$ cat config.mk
export PLATFORM = sky130hd
export DESIGN_NAME = char_lcd_text_stream_writer
export DESIGN_NICKNAME = d
export VERILOG_FILES = /design/src/design/clcd_pkg.sv /design/src/design/clcd_decode.sv /design/src/design/clcd_emit.sv /design/src/design/char_lcd_text_stream_writer.sv
export SDC_FILE = /design/constraint.sdc
export NUM_CORES = 1
export LEC_CHECK = 0
export BUFFER_PORTS_ARGS = -buffer_cell sky130_fd_sc_hd__clkbuf_2
export CORE_ASPECT_RATIO = 0.5
export CORE_MARGIN = 8
export CORE_UTILIZATION = 35
export DETAILED_ROUTE_END_ITERATION = 12
export PLACE_DENSITY_LB_ADDON = 0.25
export SYNTH_ARGS = -nofsm -noshare
export SYNTH_HDL_FRONTEND = slang
export SYNTH_SLANG_ARGS = --single-unit
$ cat constraint.sdc
create_clock -name i_clk -period 6.75 [get_ports i_clk]
set_clock_uncertainty 0.2 [all_clocks]
set_input_delay 1.35 -clock i_clk [delete_from_list [all_inputs] [get_ports i_clk]]
set_output_delay 1.35 -clock i_clk [all_outputs]
set_load 0.02 [all_outputs]
$ cat src/design/clcd_pkg.sv
package clcd_pkg;

    localparam int CFG_IDX_W  = 1;
    localparam int CFG_DATA_W = 6;

    localparam logic [CFG_IDX_W-1:0] CFG_FOUR_BIT = 1'd0;
    localparam logic [CFG_IDX_W-1:0] CFG_COLUMNS  = 1'd1;

    localparam logic [7:0] CH_TAB        = 8'd9;
    localparam logic [7:0] CH_NL         = 8'd10;
    localparam logic [7:0] CH_CR         = 8'd13;
    localparam logic [7:0] SPACE_CODE    = 8'h20;
    localparam logic [7:0] ODD_ROW_BASE  = 8'h40;
    localparam logic [7:0] SET_ADDR_FLAG = 8'h80;
    localparam logic [3:0] NIBBLE_MASK   = 4'hF;
    localparam int         TAB_SPACES    = 4;

    localparam logic       CMD_CHAR      = 1'b0;
    localparam logic       CMD_SET_POS   = 1'b1;

    localparam logic [5:0] COLUMNS_RESET = 6'd16;

    typedef struct packed {
        logic       cmd;
        logic [7:0] char_code;
        logic [7:0] row;
        logic [7:0] column;
    } t_in_item;

    typedef struct packed {
        logic       is_data;
        logic [7:0] bus_value;
        logic       last;
    } t_out_item;

    // one burst of bus writes: the same byte, possibly repeated and split into nibbles
    typedef struct packed {
        logic       is_data;
        logic [7:0] value;
        logic       nibble;
        logic [2:0] last_idx;
    } t_desc;

endpackage

$ cat src/design/clcd_decode.sv
module clcd_decode import clcd_pkg::*; (
    input  logic                  i_clk,
    input  logic                  i_rst_n,
    input  logic                  i_cfg_we,
    input  logic [CFG_IDX_W-1:0]  i_cfg_index,
    input  logic [CFG_DATA_W-1:0] i_cfg_data,
    input  logic                  i_in_valid,
    output logic                  o_in_stall,
    input  t_in_item              i_in,
    output logic                  o_desc_valid,
    input  logic                  i_desc_take,
    output t_desc                 o_desc
);

    logic       r_four_bit;
    logic [5:0] r_columns;
    logic [7:0] r_row;
    logic       r_dv;
    t_desc      r_desc;

    logic       w_accept;
    logic       w_set_pos;
    logic [7:0] w_pos_row;
    logic [7:0] w_pos_col;
    logic [7:0] w_addr;
    logic       w_tab;
    t_desc      n_desc;

    assign o_in_stall   = r_dv && !i_desc_take;
    assign w_accept     = i_in_valid && !o_in_stall;
    assign o_desc_valid = r_dv;
    assign o_desc       = r_desc;

    always_comb begin
        w_set_pos = 1'b1;
        w_pos_row = r_row;
        w_pos_col = 8'd0;
        w_tab     = 1'b0;
        if (i_in.cmd == CMD_SET_POS) begin
            w_pos_row = i_in.row;
            w_pos_col = i_in.column;
        end else if (i_in.char_code == CH_NL) begin
            w_pos_row = r_row + 8'd1;
        end else if (i_in.char_code == CH_CR) begin
            w_pos_row = r_row;
        end else begin
            w_set_pos = 1'b0;
            w_tab     = (i_in.char_code == CH_TAB);
        end
    end

    always_comb begin
        w_addr = (w_pos_row[0] ? ODD_ROW_BASE : 8'd0)
               + ((w_pos_row > 8'd1) ? {2'b00, r_columns} : 8'd0)
               + w_pos_col;
    end

    always_comb begin
        n_desc.nibble = r_four_bit;
        if (w_set_pos) begin
            n_desc.is_data  = 1'b0;
            n_desc.value    = w_addr | SET_ADDR_FLAG;
            n_desc.last_idx = r_four_bit ? 3'd1 : 3'd0;
        end else if (w_tab) begin
            n_desc.is_data  = 1'b1;
            n_desc.value    = SPACE_CODE;
            n_desc.last_idx = r_four_bit ? 3'(2 * TAB_SPACES - 1) : 3'(TAB_SPACES - 1);
        end else begin
            n_desc.is_data  = 1'b1;
            n_desc.value    = i_in.char_code;
            n_desc.last_idx = r_four_bit ? 3'd1 : 3'd0;
        end
    end

    always_ff @(posedge i_clk) begin
        if (!i_rst_n) begin
            r_four_bit <= 1'b1;
            r_columns  <= COLUMNS_RESET;
            r_row      <= 8'd0;
            r_dv       <= 1'b0;
        end else begin
            if (i_cfg_we) begin
                case (i_cfg_index)
                    CFG_FOUR_BIT: r_four_bit <= i_cfg_data[0];
                    CFG_COLUMNS:  r_columns  <= i_cfg_data;
                    default: ;
                endcase
            end
            if (w_accept) begin
                r_dv <= 1'b1;
                if (w_set_pos) begin
                    r_row <= w_pos_row;
                end
            end else if (i_desc_take) begin
                r_dv <= 1'b0;
            end
        end
    end

    always_ff @(posedge i_clk) begin
        if (w_accept) begin
            r_desc <= n_desc;
        end
    end

endmodule

$ cat src/design/clcd_emit.sv
module clcd_emit import clcd_pkg::*; (
    input  logic      i_clk,
    input  logic      i_rst_n,
    input  logic      i_desc_valid,
    output logic      o_desc_take,
    input  t_desc     i_desc,
    output logic      o_out_valid,
    input  logic      i_out_stall,
    output t_out_item o_out
);

    logic      r_act;
    t_desc     r_desc;
    logic [2:0] r_idx;
    logic      r_out_vld;
    t_out_item r_out;

    logic      w_advance;
    logic      w_is_last;
    logic      w_load;
    t_out_item n_out;

    assign w_advance   = r_act && (!r_out_vld || !i_out_stall);
    assign w_is_last   = (r_idx == r_desc.last_idx);
    assign w_load      = i_desc_valid && (!r_act || (w_advance && w_is_last));
    assign o_desc_take = w_load;
    assign o_out_valid = r_out_vld;
    assign o_out       = r_out;

    // even beat carries the high nibble, odd beat the low nibble
    always_comb begin
        n_out.is_data = r_desc.is_data;
        n_out.last    = w_is_last;
        if (!r_desc.nibble) begin
            n_out.bus_value = r_desc.value;
        end else if (r_idx[0]) begin
            n_out.bus_value = {4'd0, r_desc.value[3:0] & NIBBLE_MASK};
        end else begin
            n_out.bus_value = {4'd0, r_desc.value[7:4] & NIBBLE_MASK};
        end
    end

    always_ff @(posedge i_clk) begin
        if (!i_rst_n) begin
            r_act     <= 1'b0;
            r_idx     <= 3'd0;
            r_out_vld <= 1'b0;
        end else begin
            if (w_advance) begin
                r_out_vld <= 1'b1;
            end else if (!i_out_stall) begin
                r_out_vld <= 1'b0;
            end
            if (w_load) begin
                r_act <= 1'b1;
                r_idx <= 3'd0;
            end else if (w_advance) begin
                if (w_is_last) begin
                    r_act <= 1'b0;
                end else begin
                    r_idx <= r_idx + 3'd1;
                end
            end
        end
    end

    always_ff @(posedge i_clk) begin
        if (w_load) begin
            r_desc <= i_desc;
        end
        if (w_advance) begin
            r_out <= n_out;
        end
    end

endmodule

$ cat src/design/char_lcd_text_stream_writer.sv
// text stream to character lcd bus writes
// input channel: i_in_valid / o_in_stall with one text item per beat (a character,
//   or a set-position request with row and column)
// output channel: o_out_valid / i_out_stall, one bus write per beat: register
//   select, byte or low-nibble value, and a last flag on the final write of an item
// config: i_cfg_we with i_cfg_index 0 = four-bit mode, 1 = column count
// an item becomes 1 write, 2 in four-bit mode; a tab becomes 4, or 8 in four-bit mode
// path: decode register, serializer descriptor register, then output register
// throughput: one output beat per cycle while i_out_stall is low; the write serializer
//   splits each item into its writes, and single-write items stream at one per cycle
// a decode register and the output register let a new item be taken while the
//   current one is still going out
// when the receiver stalls, the output beat holds and the serializer pauses; once
//   the decode register is also full, o_in_stall rises
// reset: no beats pending, stored row 0, four-bit mode on, 16 columns
module char_lcd_text_stream_writer import clcd_pkg::*; (
    input  logic                  i_clk,
    input  logic                  i_rst_n,
    input  logic                  i_cfg_we,
    input  logic [CFG_IDX_W-1:0]  i_cfg_index,
    input  logic [CFG_DATA_W-1:0] i_cfg_data,
    input  logic                  i_in_valid,
    output logic                  o_in_stall,
    input  t_in_item              i_in,
    output logic                  o_out_valid,
    input  logic                  i_out_stall,
    output t_out_item             o_out
);

    logic  w_desc_valid;
    logic  w_desc_take;
    t_desc w_desc;

    clcd_decode u_decode (
        .i_clk        (i_clk),
        .i_rst_n      (i_rst_n),
        .i_cfg_we     (i_cfg_we),
        .i_cfg_index  (i_cfg_index),
        .i_cfg_data   (i_cfg_data),
        .i_in_valid   (i_in_valid),
        .o_in_stall   (o_in_stall),
        .i_in         (i_in),
        .o_desc_valid (w_desc_valid),
        .i_desc_take  (w_desc_take),
        .o_desc       (w_desc)
    );

    clcd_emit u_emit (
        .i_clk        (i_clk),
        .i_rst_n      (i_rst_n),
        .i_desc_valid (w_desc_valid),
        .o_desc_take  (w_desc_take),
        .i_desc       (w_desc),
        .o_out_valid  (o_out_valid),
        .i_out_stall  (i_out_stall),
        .o_out        (o_out)
    );

    a_reset_empty: assert property (@(posedge i_clk)
        !i_rst_n |=> !o_out_valid && !o_in_stall)
        else $error("pending beats after reset");

    a_stall_needs_desc: assert property (@(posedge i_clk) disable iff (!i_rst_n)
        o_in_stall |-> w_desc_valid)
        else $error("input stalled with empty decode register");

    a_burst_continues: assert property (@(posedge i_clk) disable iff (!i_rst_n)
        o_out_valid && !i_out_stall && !o_out.last |=> o_out_valid)
        else $error("gap inside a write burst");

    a_take_needs_desc: assert property (@(posedge i_clk) disable iff (!i_rst_n)
        w_desc_take |-> w_desc_valid)
        else $error("serializer took an empty descriptor");

endmodule

# Yosys cells after proc, flatten, opt, wreduce, memory -nomap -nowiden
# Index checks and enable logic that the tools add are counted.
[totals] out_inout_bits=12 word_cells=79 ff_bits=57 inputBits=37
[op_classes] muxes=26 bitwise_logic=3 order_cmp=1 reduce_logical=21 eq_ne=5 addsub=4
[op_table] cell="$mux W8" count=4
[op_table] cell="$eq A8 B4 Y1 const B" count=3
[op_table] cell="$mux W7" count=3
[op_table] cell="$add A7 B7 Y7" count=2
[op_table] cell="$mux W1" count=14
[op_table] cell="$reduce_and A2 Y1" count=5
[op_table] cell="$mux W3" count=3
[op_table] cell="$add A8 B1 Y8 const B" count=1
[op_table] cell="$gt A8 B1 Y1 const B" count=1
[op_table] cell="$mux W6" count=1
[op_table] cell="$reduce_bool A2 Y1" count=3
[op_table] cell="$logic_and A1 B1 Y1" count=5
[op_table] cell="$logic_not A1 Y1" count=5
[op_table] cell="$mux W4" count=1
[op_table] cell="$add A3 B1 Y3 const B" count=1
[op_table] cell="$eq A3 B3 Y1" count=1
[op_table] cell="$not A1 Y1" count=3
[op_table] cell="$logic_or A1 B1 Y1" count=2
[op_table] cell="$ne A2 B1 Y1 const B" count=1
[op_table] cell="$reduce_or A2 Y1" count=1

# Depth between registers and ports, before layout
# Gate-level depths: netlist of the first run.
[logic_depth] ltp_word=11 depth_mapped=13 depth_no_buf=13

# By module
# From an unflattened synthesis of the first run, not the netlist that was laid out.
[hier_totals] hier_cells=292 hier_area_um2=2999.1
[by_module_without_submodules] mod="clcd_decode" area_per_inst_um2=1908.1 instances=1 seq_area_each_um2=710.7 cells_each=222
[by_module_without_submodules] mod="clcd_emit" area_per_inst_um2=1091.0 instances=1 seq_area_each_um2=790.8 cells_each=70

# Worst setup path after synthesis of the first run
# No wires, ideal clock.
[synth_timing] kind="in2reg" start="input i_in[21] (netlist name)" end="register u_decode.r_desc, in the netlist u_decode.o_desc[10], data pin" setup_ns=0.261 stages=12 n_path_buf=0 t_arrival_ns=4.194 t_required_ns=6.289 path_slack_ns=2.095 path_cell_list="or4_4 > nor4_4 > o211ai_2 > a2111oi_4 > a31oi_1 > ha_1 > fa_1 > a211oi_1 > o21bai_1 > a21oi_1 > xnor2_1 > o21ai_0"
[synth_lines] item="start, declared" line="char_lcd_text_stream_writer.sv:24" rtl="input t_in_item i_in,"
[synth_lines] item="end signal, assigned" line="clcd_decode.sv:102" rtl="r_desc <= n_desc;"
[synth_lines] item="end, declared" line="clcd_decode.sv:19" rtl="t_desc r_desc;"

==> key figures, run 1 <==
Setup path
  – CP Buf/Inv Count: 1
  – FF-to-FF Start: u_decode.r_row[0]
  – Crit path cell chain: clkbuf_2, nor4_4, nand4_1, xnor2_1, o41ai_2, a31oi_1, ha_1, fa_1, a211oi_1, o21bai_1, a21oi_1, xnor2_1, o21ai_0
  – Setup crit end kind: register
  – R2R depth: 13
  – Max FO, Critical Path: 9
  – Kind of critical path: input pin to register
  – FF-to-FF End: u_decode.o_desc[10]
  – Most used cell, CP: xnor2_1
  – Startpoint types: input pin
  – Largest stage delay, worst path: just over 0.6 ns
  – Reg-to-reg slack, setup: 2.76 ns
  – Worst path top cell family by delay: compound AO/OA/AOI/OAI gates
  – Req. time, crit path: about 6.6 ns
  – Worst path slowest cell: o41ai_2
  – WP data arrival: between 4 and 5 ns

GRT
  – Initial antenna violation count: 0
  – GRT Total Usage: about an eighth
  – Vias in the first global route: ~2.2k
  – GR met3 Demand/Resource: under 10%
  – Gr busiest metal: met2
  – Global-route met2 utilization: 16.5%
  – M1 GR Usage: roughly 16%
  – Largest net degree at the start of global routing: 31
  – Overflow after GRT: 0
  – First-pass GRT wire length: 11,300 um

Power
  – LEAKAGE: 1.40 nW
  – Power Density: about 270 nW/um^2
  – Peak supply drop: around 0.00013 V
  – Overall Power: about 0.98 mW

Synthesis
  – Number of synthesized flops with an enable pin: 36
  – Post-synthesis cell area: roughly 3000 sq um
  – Synth Register Bits: 57
  – Synth Instances: about 280
  – Post-synth cell types: 51
  – Top FF cell, synth: edfxtp_1
  – Post-synthesis sequential area ratio: 50.1%
  – Share of synthesized registers carrying an async set or reset: 0%
  – Avg Synthesized Cell Area: around 11 sq um
  – Syn Nets: 328
  – Yosys Warn Count: 0

Min path
  – Hold Path End: u_emit.o_out[9]
  – Min-delay worst type: register to register
  – HP Start: u_emit.n_out[9]
  – Hold depth: 0

Floorplanning
  – Num rows: 24
  – Initial core utilization: 35.3%
  – Chip height: 81.4 um
  – Core Box Area: between 8000 and 9000 sq um
  – Die footprint: approximately 12,000 sq um
  – Die W: around 150 um
  – Number of I/O pins: slightly below 50

Clock network
  – Post_cts resized: 0
  – Clock slew at reported path FFs: about 0.05 ns
  – TritonCTS clock tree: built
  – CTS Sinks: 57
  – Clock buffer count from CTS: 9
  – H-tree depth: 3
  – Setup repair bufs after CTS: 0
  – Clk_lat worst skew: ~0.33 ns
  – CTS root buf: clkbuf_16
  – Hold_buf cts: 0
  – Max Root-Sink Buffers: 2

Final layout
  – Synthesis-to-layout area growth: 22.0%
  – Antenna cells: 0
  – Final Non-Filler Cells: roughly 450
  – Final #Nets: 377
  – Share of cells above drive strength 1: between 20% and 30%
  – Util after Layout: between 40% and 50%
  – Final instance area: 3660 sq um

Route
  – Starting DRT DRC Count: 103
  – Via density: slightly below 5
  – DRC: 0
  – Final WL: 6740 um
  – Final ANT Viol Nets: 0
  – Via count: roughly 2.2k
  – DR WL/cell: 14.9 um
  – Router iterations before antenna repair: 4

Timing
  – Fraction of the cycle the final worst path needs: between 70 and 80%
  – Fin. max-slew vios: 0
  – Slew margin rel.: 29.9%
  – Fin Hold WS: ~0.22 ns
  – Min Tclk post-route: about 4.9 ns
  – Final hold vios: 0
  – Final setup fails: 0
  – Max frequency: 205 MHz
  – Setup_tns: 0 ns
  – RSZ-0062 raised after global routing: false
  – Final worst setup slack: ~1.9 ns
  – Least-Margin Pin Slew: about 1.0 ns

Placement
  – Placed Cells: 437
  – Routability cong.: roughly 0.87
  – Dpl hpwl: 5080 um
  – Post-DP Area: around 3300 sq um
  – I/O Buffers: 47
  – Dpl ws: 1.53 ns

Outcome
  – Status: finished, final reports clean

Run
  – Number of max-cap violations: 0
-- worst max-delay path by stage --
| stage | start | cells after the start | endpoint | slack [ns] |
|---|---|---|---|---|
| finish | i_in[20] | 13 | u_decode.o_desc[10] | 1.88 |
| global route | i_in[20] | 13 | u_decode.o_desc[10] | 1.53 |
| CTS | i_in[20] | 13 | u_decode.o_desc[10] | 1.88 |
| detailed placement | i_in[20] | 13 | u_decode.o_desc[10] | 1.53 |
| global placement | i_in[20] | 13 | u_decode.o_desc[10] | 1.55 |
| floorplan | i_in[21] | 12 | u_decode.o_desc[10] | 2.10 |
-- kinds of logic after synthesis --
family	after synthesis	share of synthesized area (%)
buf+inv	23	3.26
flops	57	50.1
xor+xnor	14	4.09
fa+ha+maj	9	4.01
compound gates	64	16.1
mux	7	2.55
simple gates	108	19.9
-- synthesized netlist by cell type, types with 5 or more instances --
| cell | instances | area [sq um] |
|---|---|---|
| nand2_1 | 33 | 124 |
| a21oi_1 | 7 | 35.0 |
| a31oi_1 | 8 | 50.1 |
| xnor2_1 | 10 | 87.6 |
| clkbuf_1 | 8 | 30.0 |
| a21boi_0 | 14 | 105 |
| nor2b_1 | 6 | 37.5 |
| ha_1 | 8 | 100 |
| edfxtp_1 | 36 | 1080 |
| o21ai_0 | 8 | 40.0 |
| dfxtp_1 | 21 | 420 |
| nand3_1 | 12 | 60.1 |
| o31ai_1 | 7 | 52.6 |
| inv_1 | 13 | 48.8 |
| and2_1 | 13 | 81.3 |
| nor2_1 | 12 | 45.0 |
| mux2_2 | 5 | 56.3 |
-- flip-flops by register name, indices dropped and copies added (netlist names) --
register	flops
u_decode.o_desc	13
u_emit.n_out	1
u_decode.o_desc_valid	1
u_emit.r_idx	3
u_decode.r_columns	6
u_decode.r_four_bit	1
u_emit.o_out_valid	1
u_decode.r_row	8
u_emit.o_out	10
u_emit.r_act	1
u_emit.r_desc	12
-- layout by cell type (no fill, tap or decap), drive strengths merged, types with 2 or more instances in the layout --
cell and instances:
a21oi 7, o31ai 7, clkinv 3, dfxtp 21
or4 2, mux2i 2, edfxtp 36, a21boi 14
nand3 12, and3 2, inv 14, xnor2 10
xor2 4, o221a 2, and2 13, nand2 33
ha 8, nor2b 6, nor3 4, or3 4
nand4 4, mux2 5, bufinv 2, a31oi 8
nor4 4, o211ai 3, o41ai 2, or2 2
and4 2, nand2b 4, o21ai 8, clkbuf 56
o21a 4, a211oi 2, nor2 12
-- power breakdown --
| group | leakage, nW | total (mW) | internal, mW | switching, mW |
|---|---|---|---|---|
| registers | 0.510 | 0.403 | 0.394 | 0.00938 |
| logic | 0.736 | 0.0991 | 0.0401 | 0.0590 |
| clock network | 0.153 | 0.483 | 0.322 | 0.160 |
-- layer usage --
| layer | vias to the layer above | part of all wire, % |
|---|---|---|
| li1 | 1137 | - |
| met1 | 1010 | 53 |
| met2 | 60 | 39 |
| met3 | 4 | 7.6 |
| met4 | 0 | 0.59 |
| met5 | - | 0 |
-- area by class of cell --
class | count | area [sq um]
multi-input cells | 202 | 1400
clock buffers | 9 | 225
flip-flops and latches | 57 | 1500
repair buffers | 48 | 243
fillers | 841 | 4840
inverters | 13 | 48.8
well taps | 117 | 146
clock inverters | 7 | 93.8
Note: power is estimated with default switching activity, not from simulation.
==> run 2: changes to the inputs <==
- clock period: 6.75 -> 4.9 ns (I/O delays scaled with it)
==> run 2 against run 1 <==
- global-route usage shrank 0.37 points
- count of clock-buffer cells in the layout is the same
- largest power group unchanged
- critical path type unchanged
- clock power grew 40%
- via count grew 0.77%
- highest routed layer unchanged
- sequential power grew 38%
==> key figures, run 2 (synthesis gave the netlist of run 1 again) <==
Setup path
  – FF-to-FF End: u_decode.o_desc[10]
  – WP data arrival: 4.17 ns (-0.57 ns)
  – Crit path cell chain: clkbuf_2, or4_4, nor4_4, o211ai_2, a2111oi_4, buf_4, a31oi_1, fa_1, a211oi_1, o21bai_1, a21oi_1, xnor2_1, o21ai_0
  – Startpoint types: input pin
  – Req. time, crit path: 4.76 ns (-1.86 ns)
  – Max FO, Critical Path: 5 (-4)
  – FF-to-FF Start: u_decode.r_row[0]
  – R2R depth: 14 (+1)
  – Kind of critical path: input pin to register
  – Worst path slowest cell: or4_4
  – Worst path top cell family by delay: compound AO/OA/AOI/OAI gates
  – Setup crit end kind: register
  – Largest stage delay, worst path: 0.57 ns (-0.05 ns)
  – Reg-to-reg slack, setup: 1.11 ns (-1.65 ns)
  – CP Buf/Inv Count: 2 (+1)

Min path
  – Hold depth: 0 (unchanged)
  – HP Start: u_decode.o_desc[10]
  – Min-delay worst type: register to register
  – Hold Path End: u_emit.r_desc[10]

Placement
  – I/O Buffers: 47 (unchanged)
  – Routability cong.: 0.852 (-1.8%)
  – Placed Cells: 442 (+1.1%)
  – Dpl hpwl: 5170 um (+1.6%)

Timing
  – Min Tclk post-route: around 4.3 ns
  – Setup_tns: 0 ns (unchanged)
  – Max frequency: ~230 MHz
  – Final hold vios: 0 (unchanged)
  – RSZ-0062 raised after global routing: false
  – Fraction of the cycle the final worst path needs: between 80% and 90%
  – Fin. max-slew vios: 0 (unchanged)
  – Final setup fails: 0 (unchanged)
  – Least-Margin Pin Slew: 0.773 ns (-0.276 ns)
  – Slew margin rel.: 48.5% (+19 points)

Final layout
  – Synthesis-to-layout area growth: 23.5%
  – Most common cell after layout, fill and taps aside: clkbuf_2
  – Final Non-Filler Cells: 458 (+1.1%)
  – Antenna cells: 0 (unchanged)
  – Most frequent cells in the layout: clkbuf_2, edfxtp_1, nand2_1
  – Max FFs per register: 13 (unchanged)
  – Share of cells above drive strength 1: 25.5% (+1.4 points)
  – Final #Nets: 382 (+1.3%)

Route
  – Via count: 2,228 (+0.77%)
  – Router iterations before antenna repair: 4 (unchanged)
  – Final ANT Viol Nets: 0 (unchanged)
  – Starting DRT DRC Count: 78 (-24%)
  – Via density: 4.86 (-0.33%)
  – DRC: 0 (unchanged)
  – DR WL/cell: 14.4 um (-3.4%)
  – Final WL: 6580 um (-2.4%)

GRT
  – Overflow after GRT: 0 (unchanged)
  – First-pass GRT wire length: 10,900 um (-3.1%)
  – Vias in the first global route: 2,167 (-0.18%)
  – Initial antenna violation count: 0 (unchanged)
  – GRT Total Usage: 11.7% (-0.37 points)
  – Largest net degree at the start of global routing: 24 (-23%)

Clock network
  – Clock buffer count from CTS: 9 (unchanged)
  – Clk_lat worst skew: 0.33 ns (about the same)
  – TritonCTS clock tree: built
  – Setup repair bufs after CTS: 0 (unchanged)
  – Hold_buf cts: 0 (unchanged)
  – CTS root buf: clkbuf_16
  – Max Root-Sink Buffers: 2 (unchanged)
  – Post_cts resized: 0 (unchanged)
  – H-tree depth: 3 (unchanged)
  – CTS Sinks: 57 (unchanged)
  – Clock slew at reported path FFs: 0.05 ns (about the same)

Power
  – Peak supply drop: 0.000181 V (+34%)
  – Power Density: 370 nW/um^2 (+37%)
  – LEAKAGE: 1.42 nW (+1.6%)

Run
  – Number of max-cap violations: 0 (unchanged)

Floorplanning
  – Chip height: 81.4 um (unchanged)
  – Die W: 147 um (unchanged)
  – Core Box Area: 8500 sq um (unchanged)
  – Die footprint: 12,000 sq um (unchanged)
  – Number of I/O pins: 49 (unchanged)
  – Num rows: 24 (unchanged)
  – Initial core utilization: 35.3% (unchanged)

Outcome
  – Status: finished, final reports clean
[run 2: cell count changes in the layout (fill, tap and decap cells not counted)]
cell,before,now
clkinvlp_4,1,2
buf_4,1,6
clkinv_2,1,0
inv_6,1,2
clkinv_1,1,0
[run 2: through the flow]
stage | total power, mW | hold WS [ns] | utilization, % | cell area (sq um) | setup slack [ns]
global route | 1.43 | 0.217 | 43.6 | 3700 | 0.328
detailed placement | 0.707 | 0.205 | 39.7 | 3380 | 0.207
global placement | 0.705 | 0.206 | 39.7 | 3380 | 0.274
floorplan | 0.654 | 0.200 | - | 3000 | 0.615
finish | 1.37 | 0.215 | 43.6 | 3700 | 0.591
CTS | 1.39 | 0.215 | 43.6 | 3700 | 0.543
[run 2: where the power goes]
part / switching (mW) / internal (mW)
registers: 0.0131 / 0.542
clock network: 0.226 / 0.449
logic: 0.0817 / 0.0593
total: 0.321 / 1.05
[run 2: how the worst max path moves through the flow]
stage                        start             endpoint  slack [ns]  depth (start not counted)
after floorplan           i_in[21]  u_decode.o_desc[10]        0.62                         12
after global placement    i_in[20]  u_decode.o_desc[10]        0.27                         13
after detailed placement  i_in[20]  u_decode.o_desc[10]        0.21                         13
after CTS                 i_in[20]  u_decode.o_desc[10]        0.54                         13
after global routing      i_in[20]  u_decode.o_desc[10]        0.33                         14
final                     i_in[20]  u_decode.o_desc[10]        0.59                         13
[run 2: area by class of cell]
class,instances,area [sq um]
fill,841,4800
sequential,57,1500
timing repair buffer,53,280
multi-input combinational,202,1400
clock inverter,7,101
inverter,13,48.8
tap,117,146
clock buffer,9,225
[run 2: per-layer routing]
metal	track usage [%]	wire (um)
met3	5.50	547
met4	3.36	61
met5	0	0
met1	15.5	3420
met2	16.7	2550
==> run 3: changes to the inputs <==
- ABC_CLOCK_PERIOD_IN_PS: unset -> 4900
- RECOVER_POWER: unset -> 100
==> run 3 against run 2 <==
- critical path depth up 1
- combinational power about the same
- routed wire length up 0.55%
- flip-flop and latch count unchanged
- critical endpoint unchanged
- largest cell class unchanged
==> key figures, run 3 (synthesis gave the netlist of run 1 again) <==
Outcome
  – Status: finished, final reports clean

Floorplanning
  – Initial core utilization: 35.3% (unchanged)
  – Die W: 147 um (unchanged)
  – Num rows: 24 (unchanged)
  – Die footprint: 12,000 sq um (unchanged)
  – Chip height: 81.4 um (unchanged)
  – Core Box Area: 8500 sq um (unchanged)
  – Number of I/O pins: 49 (unchanged)

Power
  – Sequential Power Share: 40.6% (about the same)
  – Power Density: 373 nW/um^2 (+0.71%)
  – LEAKAGE: 1.36 nW (-4.6%)
  – Peak supply drop: 0.000181 V (-0.19%)
  – Sw frac: 23.5% (+0.096 points)
  – Combinational power share: 10.1% (-0.2 points)
  – P_sw: 0.322 mW (+0.20%)
  – Internal power: 1.05 mW (-0.34%)
  – Clock network power share: 49.4% (+0.2 points)

Setup path
  – CP Buf/Inv Count: 2 (unchanged)
  – Worst path top cell family by delay: compound AO/OA/AOI/OAI gates
  – Kind of critical path: input pin to register
  – Crit path to: u_decode.o_desc[10]
  – Worst path slowest cell: nor4_4
  – Req. time, crit path: 4.76 ns (about the same)
  – Critical path depth: 14 (+1)
  – Crit path from: i_in[20]
  – Most used cell, CP: xnor2_1
  – WP data arrival: 4.23 ns (+0.06 ns)
  – Crit path cell chain: clkbuf_2, nor4_4, nand4_1, xnor2_1, o31ai_1, clkbuf_1, a31oi_1, ha_1, fa_1, a211oi_1, o21bai_1, a21oi_1, xnor2_1, o21ai_0
  – Reg-to-reg slack, setup: 1.10 ns (about the same)
  – Startpoint types: input pin
  – FF-to-FF Start: u_decode.r_row[0]
  – R2R depth: 14 (unchanged)
  – Largest stage delay, worst path: 0.51 ns (-0.06 ns)
  – Max FO, Critical Path: 9 (+4)
  – Setup crit end kind: register
  – FF-to-FF End: u_decode.o_desc[10]

Min path
  – Min-delay worst type: register to register

Clock network
  – CTS root buf: clkbuf_16
  – Hold_buf cts: 0 (unchanged)
  – CTS Sinks: 57 (unchanged)
  – Clock buffer count from CTS: 9 (unchanged)
  – Clk_lat worst skew: 0.33 ns (about the same)
  – TritonCTS clock tree: built
  – H-tree depth: 3 (unchanged)
  – Clock slew at reported path FFs: 0.05 ns (about the same)
  – Post_cts resized: 0 (unchanged)
  – Setup repair bufs after CTS: 0 (unchanged)
  – Max Root-Sink Buffers: 2 (unchanged)

Timing
  – Least-Margin Pin Slew: 0.956 ns (+0.182 ns)
  – Min Tclk post-route: 4.37 ns (+0.0630 ns)
  – Setup_tns: 0 ns (unchanged)
  – RSZ-0062 raised after global routing: false
  – Fraction of the cycle the final worst path needs: 89.2% (+1.3 points)
  – Slew margin rel.: 36.3% (-12 points)
  – Final setup fails: 0 (unchanged)
  – Final hold vios: 0 (unchanged)
  – Max frequency: 229 MHz (-1.4%)
  – Fin. max-slew vios: 0 (unchanged)

Final layout
  – Fill cells: 846 (+0.59%)
  – Final #Nets: 382 (unchanged)
  – Max FFs per register: 13 (unchanged)
  – Most frequent cells in the layout: edfxtp_1, nand2_1, clkbuf_2
  – Most common cell after layout, fill and taps aside: edfxtp_1
  – Share of cells above drive strength 1: 19.6% (-5.9 points)
  – Util after Layout: 43.2% (-0.40 points)
  – Antenna cells: 0 (unchanged)
  – Multi-input logic area: 1400 sq um (unchanged)
  – Synthesis-to-layout area growth: 22.4%
  – Seq. cell area: 1500 sq um (unchanged)

Route
  – Via density: 4.90 (+0.76%)
  – DRC: 0 (unchanged)
  – Router iterations before antenna repair: 4 (unchanged)
  – Starting DRT DRC Count: 90 (+15%)
  – Final ANT Viol Nets: 0 (unchanged)
  – Via count: 2,245 (+0.76%)
  – DR WL/cell: 14.4 um (+0.55%)
  – Final WL: 6610 um (+0.55%)

Placement
  – Routability cong.: 0.852 (unchanged)
  – I/O Buffers: 47 (unchanged)
  – Dpl hpwl: 5170 um (unchanged)

GRT
  – Vias in the first global route: 2,167 (unchanged)
  – Largest net degree at the start of global routing: 24 (unchanged)
  – First-pass GRT wire length: 10,900 um (unchanged)
  – Overflow after GRT: 0 (unchanged)
  – Initial antenna violation count: 0 (unchanged)
  – GRT Total Usage: 11.7% (unchanged)

Run
  – Number of max-cap violations: 0 (unchanged)
run 3: area by class of cell:
type | instances | share of cell area [%]
Clock inverter | 7 | 2.76
Inverter | 13 | 1.33
Timing Repair Buffer | 53 | 6.72
Sequential cell | 57 | 40.9
Tap cell | 117 | 3.99
Multi-Input combinational cell | 202 | 38.1
Clock buffer | 9 | 6.14
run 3: worst register-to-register path, cell delays in order, from the launching register on:
cell and delay, ns:
dfxtp_1 0.44, ha_1 0.25, and4_1 0.20, nand4_1 0.18, xnor2_1 0.21, o41ai_2 0.30, buf_4 0.19, a31oi_1 0.10
ha_1 0.25, fa_1 0.43, a211oi_1 0.25, o21bai_1 0.10, a21oi_1 0.18, xnor2_1 0.15, o21ai_0 0.11
run 3: metrics by stage:
step,instance area (sq um),cells,power (mW),worst slack [ns],hold slack (ns)
6_report,3670,458,1.37,0.528,0.215
5_1_grt,3670,458,1.42,0.187,0.217
4_1_cts,3700,458,1.39,0.543,0.215
3_5_place_dp,3380,442,0.707,0.207,0.205
3_3_place_gp,3380,442,0.705,0.274,0.206
2_1_floorplan,3000,282,0.654,0.615,0.200
run 3: power groups by stage:
stage,combinational (mW),sequential [mW],clock (mW)
floorplan,0.0871,0.567,0
global placement,0.141,0.564,0
detailed placement,0.142,0.565,0
CTS,0.143,0.555,0.690
global route,0.154,0.558,0.711
finish,0.138,0.555,0.675
run 3: routing by layer:
metal / wire [um] / global-route usage, % / part of all wire (%) / vias to the layer above
li1: - / - / - / 1147
met3: 470 / 5.50 / 7.1 / 10
met4: 61 / 3.36 / 0.92 / 0
met1: 3500 / 15.5 / 53 / 1038
met2: 2580 / 16.7 / 39 / 50
met5: 0 / 0 / 0 / -
run 3: worst min-delay path by stage:
stage / depth (start not counted) / end / start
floorplan: 0 / u_emit.n_out[9] / u_decode.o_desc[12]
global placement: 0 / u_emit.r_desc[0] / u_decode.o_desc[0]
detailed placement: 0 / u_emit.r_desc[10] / u_decode.o_desc[10]
CTS: 0 / u_emit.r_desc[10] / u_decode.o_desc[10]
global route: 0 / u_emit.r_desc[10] / u_decode.o_desc[10]
finish: 0 / u_emit.r_desc[10] / u_decode.o_desc[10]
